<file path="src/hdl/nsf_pkg.sv">
// ----------------------------------------------------------------------------
// nsf_pkg
// Shared constants and helpers for the NMEA sentence framer: character
// codes, class codes, sentence type codes and the type name table.
// ----------------------------------------------------------------------------
`timescale 1ns / 1ps

package nsf_pkg;

  // widths
  localparam int unsigned ByteW    = 8;
  localparam int unsigned ClassW   = 3;
  localparam int unsigned TypeW    = 3;
  localparam int unsigned NumTypes = 6;
  localparam int unsigned CfgIdxW  = 2;

  // special characters
  localparam logic [ByteW-1:0] ChrNul    = 8'h00;
  localparam logic [ByteW-1:0] ChrDollar = 8'h24;
  localparam logic [ByteW-1:0] ChrComma  = 8'h2C;
  localparam logic [ByteW-1:0] ChrStar   = 8'h2A;
  localparam logic [ByteW-1:0] ChrCr     = 8'h0D;

  // character classes
  localparam logic [ClassW-1:0] ClsData     = 3'd0;
  localparam logic [ClassW-1:0] ClsStart    = 3'd1;
  localparam logic [ClassW-1:0] ClsFieldEnd = 3'd2;
  localparam logic [ClassW-1:0] ClsSentEnd  = 3'd3;
  localparam logic [ClassW-1:0] ClsIgnored  = 3'd4;

  // sentence types
  localparam logic [TypeW-1:0] TypeUnknown = 3'd0;
  localparam logic [TypeW-1:0] TypeGsv     = 3'd4;

  // configuration register indexes
  localparam logic [CfgIdxW-1:0] RegRequired = 2'd0;
  localparam logic [CfgIdxW-1:0] RegEnabled  = 2'd1;

  // type names, entry t holds type t+1 as three characters
  localparam logic [3*ByteW-1:0] TypeNames [NumTypes] = '{
    {8'h47, 8'h47, 8'h41},  // GGA
    {8'h47, 8'h53, 8'h41},  // GSA
    {8'h52, 8'h4D, 8'h43},  // RMC
    {8'h47, 8'h53, 8'h56},  // GSV
    {8'h47, 8'h4C, 8'h4C},  // GLL
    {8'h56, 8'h54, 8'h47}   // VTG
  };

  // hex digit decode: bit 4 set when the character is a hex digit
  function automatic logic [4:0] hex_digit(input logic [ByteW-1:0] c);
    logic [4:0] r;
    r = 5'd0;
    if (c >= 8'h30 && c <= 8'h39) begin
      r = {1'b1, c[3:0]};
    end else if ((c >= 8'h41 && c <= 8'h46) || (c >= 8'h61 && c <= 8'h66)) begin
      r = {1'b1, c[3:0] + 4'd9};
    end
    return r;
  endfunction

  // lowest set bit of a type mask as a type code, unknown when empty
  function automatic logic [TypeW-1:0] first_type(input logic [NumTypes-1:0] m);
    logic [TypeW-1:0] r;
    logic             found;
    r     = TypeUnknown;
    found = 1'b0;
    for (int i = 0; i < NumTypes; i++) begin
      if (m[i] && !found) begin
        r     = TypeW'(i + 1);
        found = 1'b1;
      end
    end
    return r;
  endfunction

endpackage

</file>
<file path="src/hdl/nmea_sentence_framer.sv">
// ----------------------------------------------------------------------------
// nmea_sentence_framer
// Each accepted item's result is registered in the output register in the next cycle.
// Throughput: one item per cycle; the output register frees as its result is taken.
// Reset: all framing state, the seen mask and the output valid clear; both type
// masks reset to all six types.
// ----------------------------------------------------------------------------
`timescale 1ns / 1ps

module nmea_sentence_framer (
  input  logic                           clk_i,
  input  logic                           rst_ni,
  // configuration writes
  input  logic                           cfg_valid_i,
  output logic                           cfg_ready_o,
  input  logic [nsf_pkg::CfgIdxW-1:0]    cfg_index_i,
  input  logic [nsf_pkg::NumTypes-1:0]   cfg_data_i,
  // input items
  input  logic                           in_valid_i,
  output logic                           in_ready_o,
  input  logic [nsf_pkg::ByteW-1:0]      rx_byte_i,
  // result items
  output logic                           out_valid_o,
  input  logic                           out_ready_i,
  output logic [nsf_pkg::ClassW-1:0]     char_class_o,
  output logic [nsf_pkg::ByteW-1:0]      field_index_o,
  output logic [nsf_pkg::TypeW-1:0]      sentence_type_o,
  output logic                           checksum_ok_o,
  output logic                           gsv_last_part_o,
  output logic                           all_required_seen_o
);
  import nsf_pkg::*;

  // configuration
  logic [NumTypes-1:0] required_q, enabled_q;

  // framing state
  logic [ByteW-1:0]    xor_q, xor_d;
  logic                after_star_q, after_star_d;
  logic [ByteW-1:0]    field_count_q, field_count_d;
  logic [TypeW-1:0]    cur_type_q, cur_type_d;
  logic [2*ByteW-1:0]  window_q, window_d;
  logic [1:0]          window_fill_q, window_fill_d;
  logic [NumTypes-1:0] type_hits_q, type_hits_d;
  logic                starts_dollar_q, starts_dollar_d;
  logic [ByteW-1:0]    hex_q, hex_d;
  logic                hex_stop_q, hex_stop_d;
  logic [ByteW-1:0]    dec_q, dec_d;
  logic                dec_stop_q, dec_stop_d;
  logic [ByteW-1:0]    part_count_q, part_count_d;
  logic [ByteW-1:0]    part_num_q, part_num_d;
  logic [NumTypes-1:0] seen_q, seen_d;

  // result register
  logic                out_valid_q;
  logic [ClassW-1:0]   cls_q, cls_d;
  logic [ByteW-1:0]    idx_q, idx_d;
  logic [TypeW-1:0]    type_out_q;
  logic                ok_q, ok_d;
  logic                last_q, last_d;
  logic                done_q, done_d;

  logic                accept;
  logic [4:0]          hex_dig;
  logic                is_dec;
  logic [ByteW-1:0]    dec_next;
  logic                gsv_live;
  logic [NumTypes-1:0] seen_set;
  logic [NumTypes-1:0] new_hits;

  assign cfg_ready_o = 1'b1;
  assign in_ready_o  = !out_valid_q || out_ready_i;
  assign accept      = in_valid_i && in_ready_o;

  // configuration registers
  always_ff @(posedge clk_i or negedge rst_ni) begin
    if (!rst_ni) begin
      required_q <= '1;
      enabled_q  <= '1;
    end else if (cfg_valid_i) begin
      if (cfg_index_i == RegRequired) begin
        required_q <= cfg_data_i;
      end
      if (cfg_index_i == RegEnabled) begin
        enabled_q <= cfg_data_i;
      end
    end
  end

  // per-character helpers
  assign hex_dig  = hex_digit(rx_byte_i);
  assign is_dec   = rx_byte_i >= 8'h30 && rx_byte_i <= 8'h39;
  assign dec_next = (dec_q << 3) + (dec_q << 1) + {4'd0, rx_byte_i[3:0]};
  assign gsv_live = cur_type_q == TypeGsv && enabled_q[TypeGsv-1];

  // sliding window compare against the type names
  always_comb begin
    for (int t = 0; t < NumTypes; t++) begin
      new_hits[t] = TypeNames[t] == {window_q, rx_byte_i};
    end
  end

  // next state and result for one character
  always_comb begin
    xor_d           = xor_q;
    after_star_d    = after_star_q;
    field_count_d   = field_count_q;
    cur_type_d      = cur_type_q;
    window_d        = window_q;
    window_fill_d   = window_fill_q;
    type_hits_d     = type_hits_q;
    starts_dollar_d = starts_dollar_q;
    hex_d           = hex_q;
    hex_stop_d      = hex_stop_q;
    dec_d           = dec_q;
    dec_stop_d      = dec_stop_q;
    part_count_d    = part_count_q;
    part_num_d      = part_num_q;
    seen_d          = seen_q;
    seen_set        = seen_q;
    cls_d           = ClsData;
    idx_d           = field_count_q;
    ok_d            = 1'b0;
    last_d          = 1'b0;
    done_d          = 1'b0;

    priority if (rx_byte_i == ChrNul) begin
      cls_d = ClsIgnored;
    end else if (rx_byte_i == ChrDollar) begin
      // sentence start: clear framing, field 0 begins with the start mark
      cls_d           = ClsStart;
      idx_d           = '0;
      after_star_d    = 1'b0;
      field_count_d   = '0;
      cur_type_d      = TypeUnknown;
      xor_d           = '0;
      part_count_d    = '0;
      part_num_d      = '0;
      window_d        = '0;
      window_fill_d   = '0;
      type_hits_d     = '0;
      starts_dollar_d = 1'b1;
      hex_d           = '0;
      hex_stop_d      = 1'b1;
      dec_d           = '0;
      dec_stop_d      = 1'b1;
    end else if (rx_byte_i == ChrComma || rx_byte_i == ChrStar) begin
      // field end: resolve type on field 0, capture gsv counts
      cls_d = ClsFieldEnd;
      if (field_count_q == '0 && starts_dollar_q) begin
        cur_type_d = first_type(type_hits_q & enabled_q);
      end else if (gsv_live) begin
        if (field_count_q == 8'd1) begin
          part_count_d = dec_q;
        end else if (field_count_q == 8'd2) begin
          part_num_d = dec_q;
        end
      end
      if (rx_byte_i == ChrComma) begin
        xor_d = xor_q ^ rx_byte_i;
      end else begin
        after_star_d = 1'b1;
      end
      window_d        = '0;
      window_fill_d   = '0;
      type_hits_d     = '0;
      starts_dollar_d = 1'b0;
      hex_d           = '0;
      hex_stop_d      = 1'b0;
      dec_d           = '0;
      dec_stop_d      = 1'b0;
      field_count_d   = field_count_q + 8'd1;
    end else if (rx_byte_i == ChrCr) begin
      // sentence end: checksum, gsv part check, seen mask update
      cls_d  = ClsSentEnd;
      last_d = gsv_live && part_num_q == part_count_q;
      ok_d   = xor_q == hex_q;
      if (ok_d) begin
        if (cur_type_q != TypeUnknown && enabled_q[cur_type_q-TypeW'(1)] &&
            (cur_type_q != TypeGsv || last_d)) begin
          seen_set[cur_type_q-TypeW'(1)] = 1'b1;
        end
        if ((seen_set & required_q) == required_q) begin
          seen_d = '0;
          done_d = 1'b1;
        end else begin
          seen_d = seen_set;
        end
      end
    end else begin
      // data character
      if (!after_star_q) begin
        xor_d = xor_q ^ rx_byte_i;
      end
      if (window_fill_q >= 2'd2) begin
        type_hits_d = type_hits_q | new_hits;
      end else begin
        window_fill_d = window_fill_q + 2'd1;
      end
      window_d = {window_q[ByteW-1:0], rx_byte_i};
      if (!hex_stop_q) begin
        if (hex_dig[4]) begin
          hex_d = {hex_q[3:0], hex_dig[3:0]};
        end else begin
          hex_stop_d = 1'b1;
        end
      end
      if (!dec_stop_q) begin
        if (is_dec) begin
          dec_d = dec_next;
        end else begin
          dec_stop_d = 1'b1;
        end
      end
    end
  end

  // state registers
  always_ff @(posedge clk_i or negedge rst_ni) begin
    if (!rst_ni) begin
      xor_q           <= '0;
      after_star_q    <= 1'b0;
      field_count_q   <= '0;
      cur_type_q      <= TypeUnknown;
      window_q        <= '0;
      window_fill_q   <= '0;
      type_hits_q     <= '0;
      starts_dollar_q <= 1'b0;
      hex_q           <= '0;
      hex_stop_q      <= 1'b0;
      dec_q           <= '0;
      dec_stop_q      <= 1'b0;
      part_count_q    <= '0;
      part_num_q      <= '0;
      seen_q          <= '0;
    end else if (accept) begin
      xor_q           <= xor_d;
      after_star_q    <= after_star_d;
      field_count_q   <= field_count_d;
      cur_type_q      <= cur_type_d;
      window_q        <= window_d;
      window_fill_q   <= window_fill_d;
      type_hits_q     <= type_hits_d;
      starts_dollar_q <= starts_dollar_d;
      hex_q           <= hex_d;
      hex_stop_q      <= hex_stop_d;
      dec_q           <= dec_d;
      dec_stop_q      <= dec_stop_d;
      part_count_q    <= part_count_d;
      part_num_q      <= part_num_d;
      seen_q          <= seen_d;
    end
  end

  // output valid
  always_ff @(posedge clk_i or negedge rst_ni) begin
    if (!rst_ni) begin
      out_valid_q <= 1'b0;
    end else if (in_ready_o) begin
      out_valid_q <= in_valid_i;
    end
  end

  // output payload
  always_ff @(posedge clk_i) begin
    if (accept) begin
      cls_q      <= cls_d;
      idx_q      <= idx_d;
      type_out_q <= cur_type_d;
      ok_q       <= ok_d;
      last_q     <= last_d;
      done_q     <= done_d;
    end
  end

  assign out_valid_o         = out_valid_q;
  assign char_class_o        = cls_q;
  assign field_index_o       = idx_q;
  assign sentence_type_o     = type_out_q;
  assign checksum_ok_o       = ok_q;
  assign gsv_last_part_o     = last_q;
  assign all_required_seen_o = done_q;

  // completion only on a sentence end that passed its checksum
  assert property (@(posedge clk_i) disable iff (!rst_ni)
    out_valid_o && all_required_seen_o |-> char_class_o == ClsSentEnd && checksum_ok_o)
    else $error("completion without a passing sentence end");

  // last part flag only for a gsv sentence end
  assert property (@(posedge clk_i) disable iff (!rst_ni)
    out_valid_o && gsv_last_part_o |-> char_class_o == ClsSentEnd &&
                                       sentence_type_o == TypeGsv)
    else $error("gsv last part outside a gsv sentence end");

  // a start mark leaves field 0 with stopped value parsers
  assert property (@(posedge clk_i) disable iff (!rst_ni)
    accept && rx_byte_i == ChrDollar |=> field_count_q == '0 && hex_stop_q &&
                                        dec_stop_q && cur_type_q == TypeUnknown)
    else $error("start mark did not reset framing");

  // completion leaves the seen mask empty
  assert property (@(posedge clk_i) disable iff (!rst_ni)
    accept && done_d |=> seen_q == '0)
    else $error("seen mask not cleared on completion");

endmodule

</file>
<file path="config.mk">
export PLATFORM = sky130hd
export DESIGN_NAME = nmea_sentence_framer
export DESIGN_NICKNAME = d
export VERILOG_FILES = /design/src/hdl/nsf_pkg.sv /design/src/hdl/nmea_sentence_framer.sv
export SDC_FILE = /design/constraint.sdc
export NUM_CORES = 1
export LEC_CHECK = 0
export ABC_AREA = 1
export BUFFER_PORTS_ARGS = -buffer_cell sky130_fd_sc_hd__buf_2
export CAP_MARGIN = 40
export CORE_AREA = 2 2 131 133
export DETAILED_ROUTE_END_ITERATION = 10
export DIE_AREA = 0 0 133 135
export GPL_TIMING_DRIVEN = 0
export PLACE_DENSITY_LB_ADDON = 0.15
export REMOVE_ABC_BUFFERS = 1
export SLEW_MARGIN = 20
export SYNTH_ARGS = -nofsm -noshare
export SYNTH_HDL_FRONTEND = slang
export SYNTH_SLANG_ARGS = --single-unit
</file>
<file path="constraint.sdc">
create_clock -name clk_i -period 3.3 [get_ports clk_i]
set_input_delay 0.66 -clock clk_i [delete_from_list [all_inputs] [get_ports clk_i]]
set_output_delay 0.66 -clock clk_i [all_outputs]
set_load 0.005 [all_outputs]
</file>
==> flow_summary.ini <==
[setup_path]
end_kind = register
arrival_ns = 3.15
crit_type = primary input to register
cp_max_fo = 21
crit_required_ns = 3.63
cp-start-kind = primary input

[global_routing]
grt_usage_pct = 17.1
grt_max_degree = 53
grt_pass1_vias = 4914
grt_pass1_wl_um = 24400
overflow = 0
grt_antenna_before_repair = 0

[power_and_ir_drop]
power.leakage_uw = 0.00347
power_density_nw_per_um2 = 573
combPwrFrac_pct = 17.9
p_int_uw = 3030
swShare_pct = 28.6
ir_drop_uv = 379
power.share.sequential_pct = 41.6
power.switching_uw = 1210
clkPwrFrac_pct = 40.5

[logic_synthesis]
netlist_instances = 761
synth.distinct_cells = 50
seq_area_frac_synth_pct = 46.1
synth_top_family_by_area = simple AND/OR/NAND/NOR gates
ys_async_sr_fraction_pct = 85.2
yosys.area_share.simple_pct = 25.3
synth_compound_area_share_pct = 12.5
synthMuxAreaShare_pct = 0
synth_largest_area_cell = dfrtp_1
ys_top_cells_by_area = dfrtp_1 33%, nand2_1 10%, edfxtp_1 7.9%, inv_1 5.5%, dfstp_2 4.9%
synthAdderAreaFrac_pct = 4.89
synth_seq_cells = 115
ys_warn_count = 0
yosys.area_share.xor_xnor_pct = 2.71
synth_top_area_share_pct = 33.3
avgSynthCellArea_sq_um = 8.48
netlist_area_sq_um = 6450
synth_edf_count = 17
ys.flop_type = dfrtp_1

[final_layout]
drive_above_1_share_pct = 17.7
final_common_cell = nand2_1
nNetsFinal = 847
antenna_cells = 0
fillerInstances = 1615
syn_to_final_growth_pct = 14.7
layout_common_cells = 173 x nand2_1, 95 x inv_1, 86 x dfrtp_1

[clock_tree]
path_clk_slew_ns = 0.05
post-cts-setup-buffers = 0
cts_resized = 0
hold_buffers = 0
cts.sinks = 115
clk_latency_ns = 0.41
cts_tree = built
htree_levels = 4
clock_path_buffers = 2
clk_root_buffer_cell = clkbuf_16
cts_buffers = 17

[drt]
first_iter_violations = 228
antenna_left = 0
viasPerCell = 4.90
first_pass_iters = 5
vias = 5067
drc = 0
wl_per_cell_um = 13.9
route.final.wire_length_um = 14400

[hold_path]
min_path_type = primary input to asynchronous set/reset pin

[placement]
hpwl_um = 10400
port_buffers = 39
routabilityCongestion = 0.845

[run_status]
status = finished clean

[timing]
finalCritPeriodShare_pct = 85.4
fin_hold_ws_ns = 0.172
min_period_ns = 2.82
drv_slew = 0
fin_tns_setup_ns = 0
setup_viol = 0
slew_headroom_pct = 56.1
rsz0062_at_grt = no
fmax_mhz = 355
hold_violations = 0
clock_skew_ns = 0.00738
tightest_slew_ns = 0.658

[floorplanning]
die_y_um = 135
rows = 47
ioPinCount = 41
fp.coreArea_sq_um = 16400
die_area_sq_um = 18000
initial_core_util_pct = 39.3
die_w_um = 133

[job]
drv_cap = 0
-- path summary, 6_finish.rpt --
check,to,cells after the start,start,slack [ns]
worst max-delay path,part_num_q[5]$_DFFE_PN0P_,10,rx_byte_i[0],0.48
worst min-delay path,window_q[13]$_DFFE_PN0P_,1,rst_ni,0.17
worst max register to register,seen_q[4]$_DFFE_PN0P_,15,cur_type_q[0]$_DFFE_PN0P_,0.72
worst min register to register,starts_dollar_q$_DFFE_PN0P_,2,starts_dollar_q$_DFFE_PN0P_,0.48
max in group asynchronous,required_q[3]$_DFFE_PN1P_,2,rst_ni,2.46
min in group clk_i,starts_dollar_q$_DFFE_PN0P_,2,starts_dollar_q$_DFFE_PN0P_,0.48
-- stage by stage --
| step | utilization, % | setup WS (ns) | instances | power, uW | instance area [sq um] |
|---|---|---|---|---|---|
| after CTS | 44.9 | 0.459 | 1034 | 4280 | 7370 |
| after global placement | 41.4 | 0.0616 | 1001 | 2500 | 6790 |
| after floorplan | - | 0.888 | 742 | 2310 | 6310 |
| final | 45.1 | 0.482 | 1035 | 4240 | 7400 |
| after detailed placement | 41.6 | 0.0355 | 1002 | 2540 | 6820 |
| after global routing | 45.1 | 0.264 | 1035 | 4490 | 7400 |
-- kinds of logic (layout without fill, tap and decap cells) --
logic type                 after synthesis  count (layout)
buffers and inverters                  124             178
AOI/OAI and AO/OA                      129             129
DFF                                    115             115
xor gates and xnor gates                20              20
adders and majority gates               24              24
and+or+nand+nor                        348             348
other                                    1               1
-- synthesized netlist by cell type (2+ instances only) --
cell type and count:
nor2_2 10, inv_1 95, dfstp_2 12, o22ai_1 6, nand3b_1 3, xnor2_1 11
ha_1 22, a21oi_1 19, o31ai_1 7, o21bai_1 6, nor4_1 7, inv_2 7
nand2_1 173, o21ai_4 2, buf_2 5, nor2_1 59, o21ai_2 17, buf_4 4
nand4_1 9, clkbuf_1 3, edfxtp_1 17, nand3_2 4, fa_1 2, o21a_1 2
o21ai_0 55, nor2_4 4, nand3_1 50, nor3_4 3, xor2_1 9, nand2_8 2
buf_6 6, o21ai_1 8, a21oi_2 2, dfrtp_1 86, nand2_2 9, nor3_1 11
-- cell type report --
| type | instances | area [sq um] | area share [%] |
|---|---|---|---|
| Clock buffer | 27 | 503 | 6.80 |
| Clock inverter | 5 | 50.0 | 0.676 |
| Inverter | 105 | 402 | 5.43 |
| Multi-Input combinational cell | 522 | 2940 | 39.7 |
| Sequential cell | 115 | 2980 | 40.2 |
| Tap cell | 220 | 275 | 3.72 |
| Timing Repair Buffer | 41 | 256 | 3.47 |
-- power groups by stage --
stage,clock network [uW],registers [uW],logic (uW)
6_report,1720,1760,758
4_1_cts,1750,1760,759
3_5_place_dp,0,1790,751
2_1_floorplan,0,1750,552
5_1_grt,1820,1790,880
3_3_place_gp,0,1780,720
-- state kept, by name, summed over array words and instances (netlist names), 2 cells and up --
signal / cells
char_class_o: 3
cur_type_q: 3
dec_q: 8
enabled_q: 6
field_count_q: 8
field_index_o: 8
hex_q: 8
part_count_q: 8
part_num_q: 8
required_q: 6
seen_q: 6
sentence_type_o: 3
type_hits_q: 6
window_fill_q: 2
window_q: 16
xor_q: 8
-- layer usage --
| layer | track usage (%) | up-vias | part of all wire, % |
|---|---|---|---|
| li1 | - | 2571 | - |
| met1 | 23.2 | 2405 | 50 |
| met2 | 27.7 | 78 | 46 |
| met3 | 3.45 | 13 | 2.8 |
| met4 | 5.32 | 0 | 1.2 |
| met5 | 0 | - | 0 |
-- worst max-delay path, cell delays in order --
cell     delay [ns]
buf_2          0.19
inv_1          0.13
ha_1           0.21
inv_1          0.16
nor2_2         0.08
nand2_2        0.43
inv_1          0.45
o21ai_4        0.58
nand2_1        0.14
o21ai_2        0.09
(Power assumes the default switching activity.)
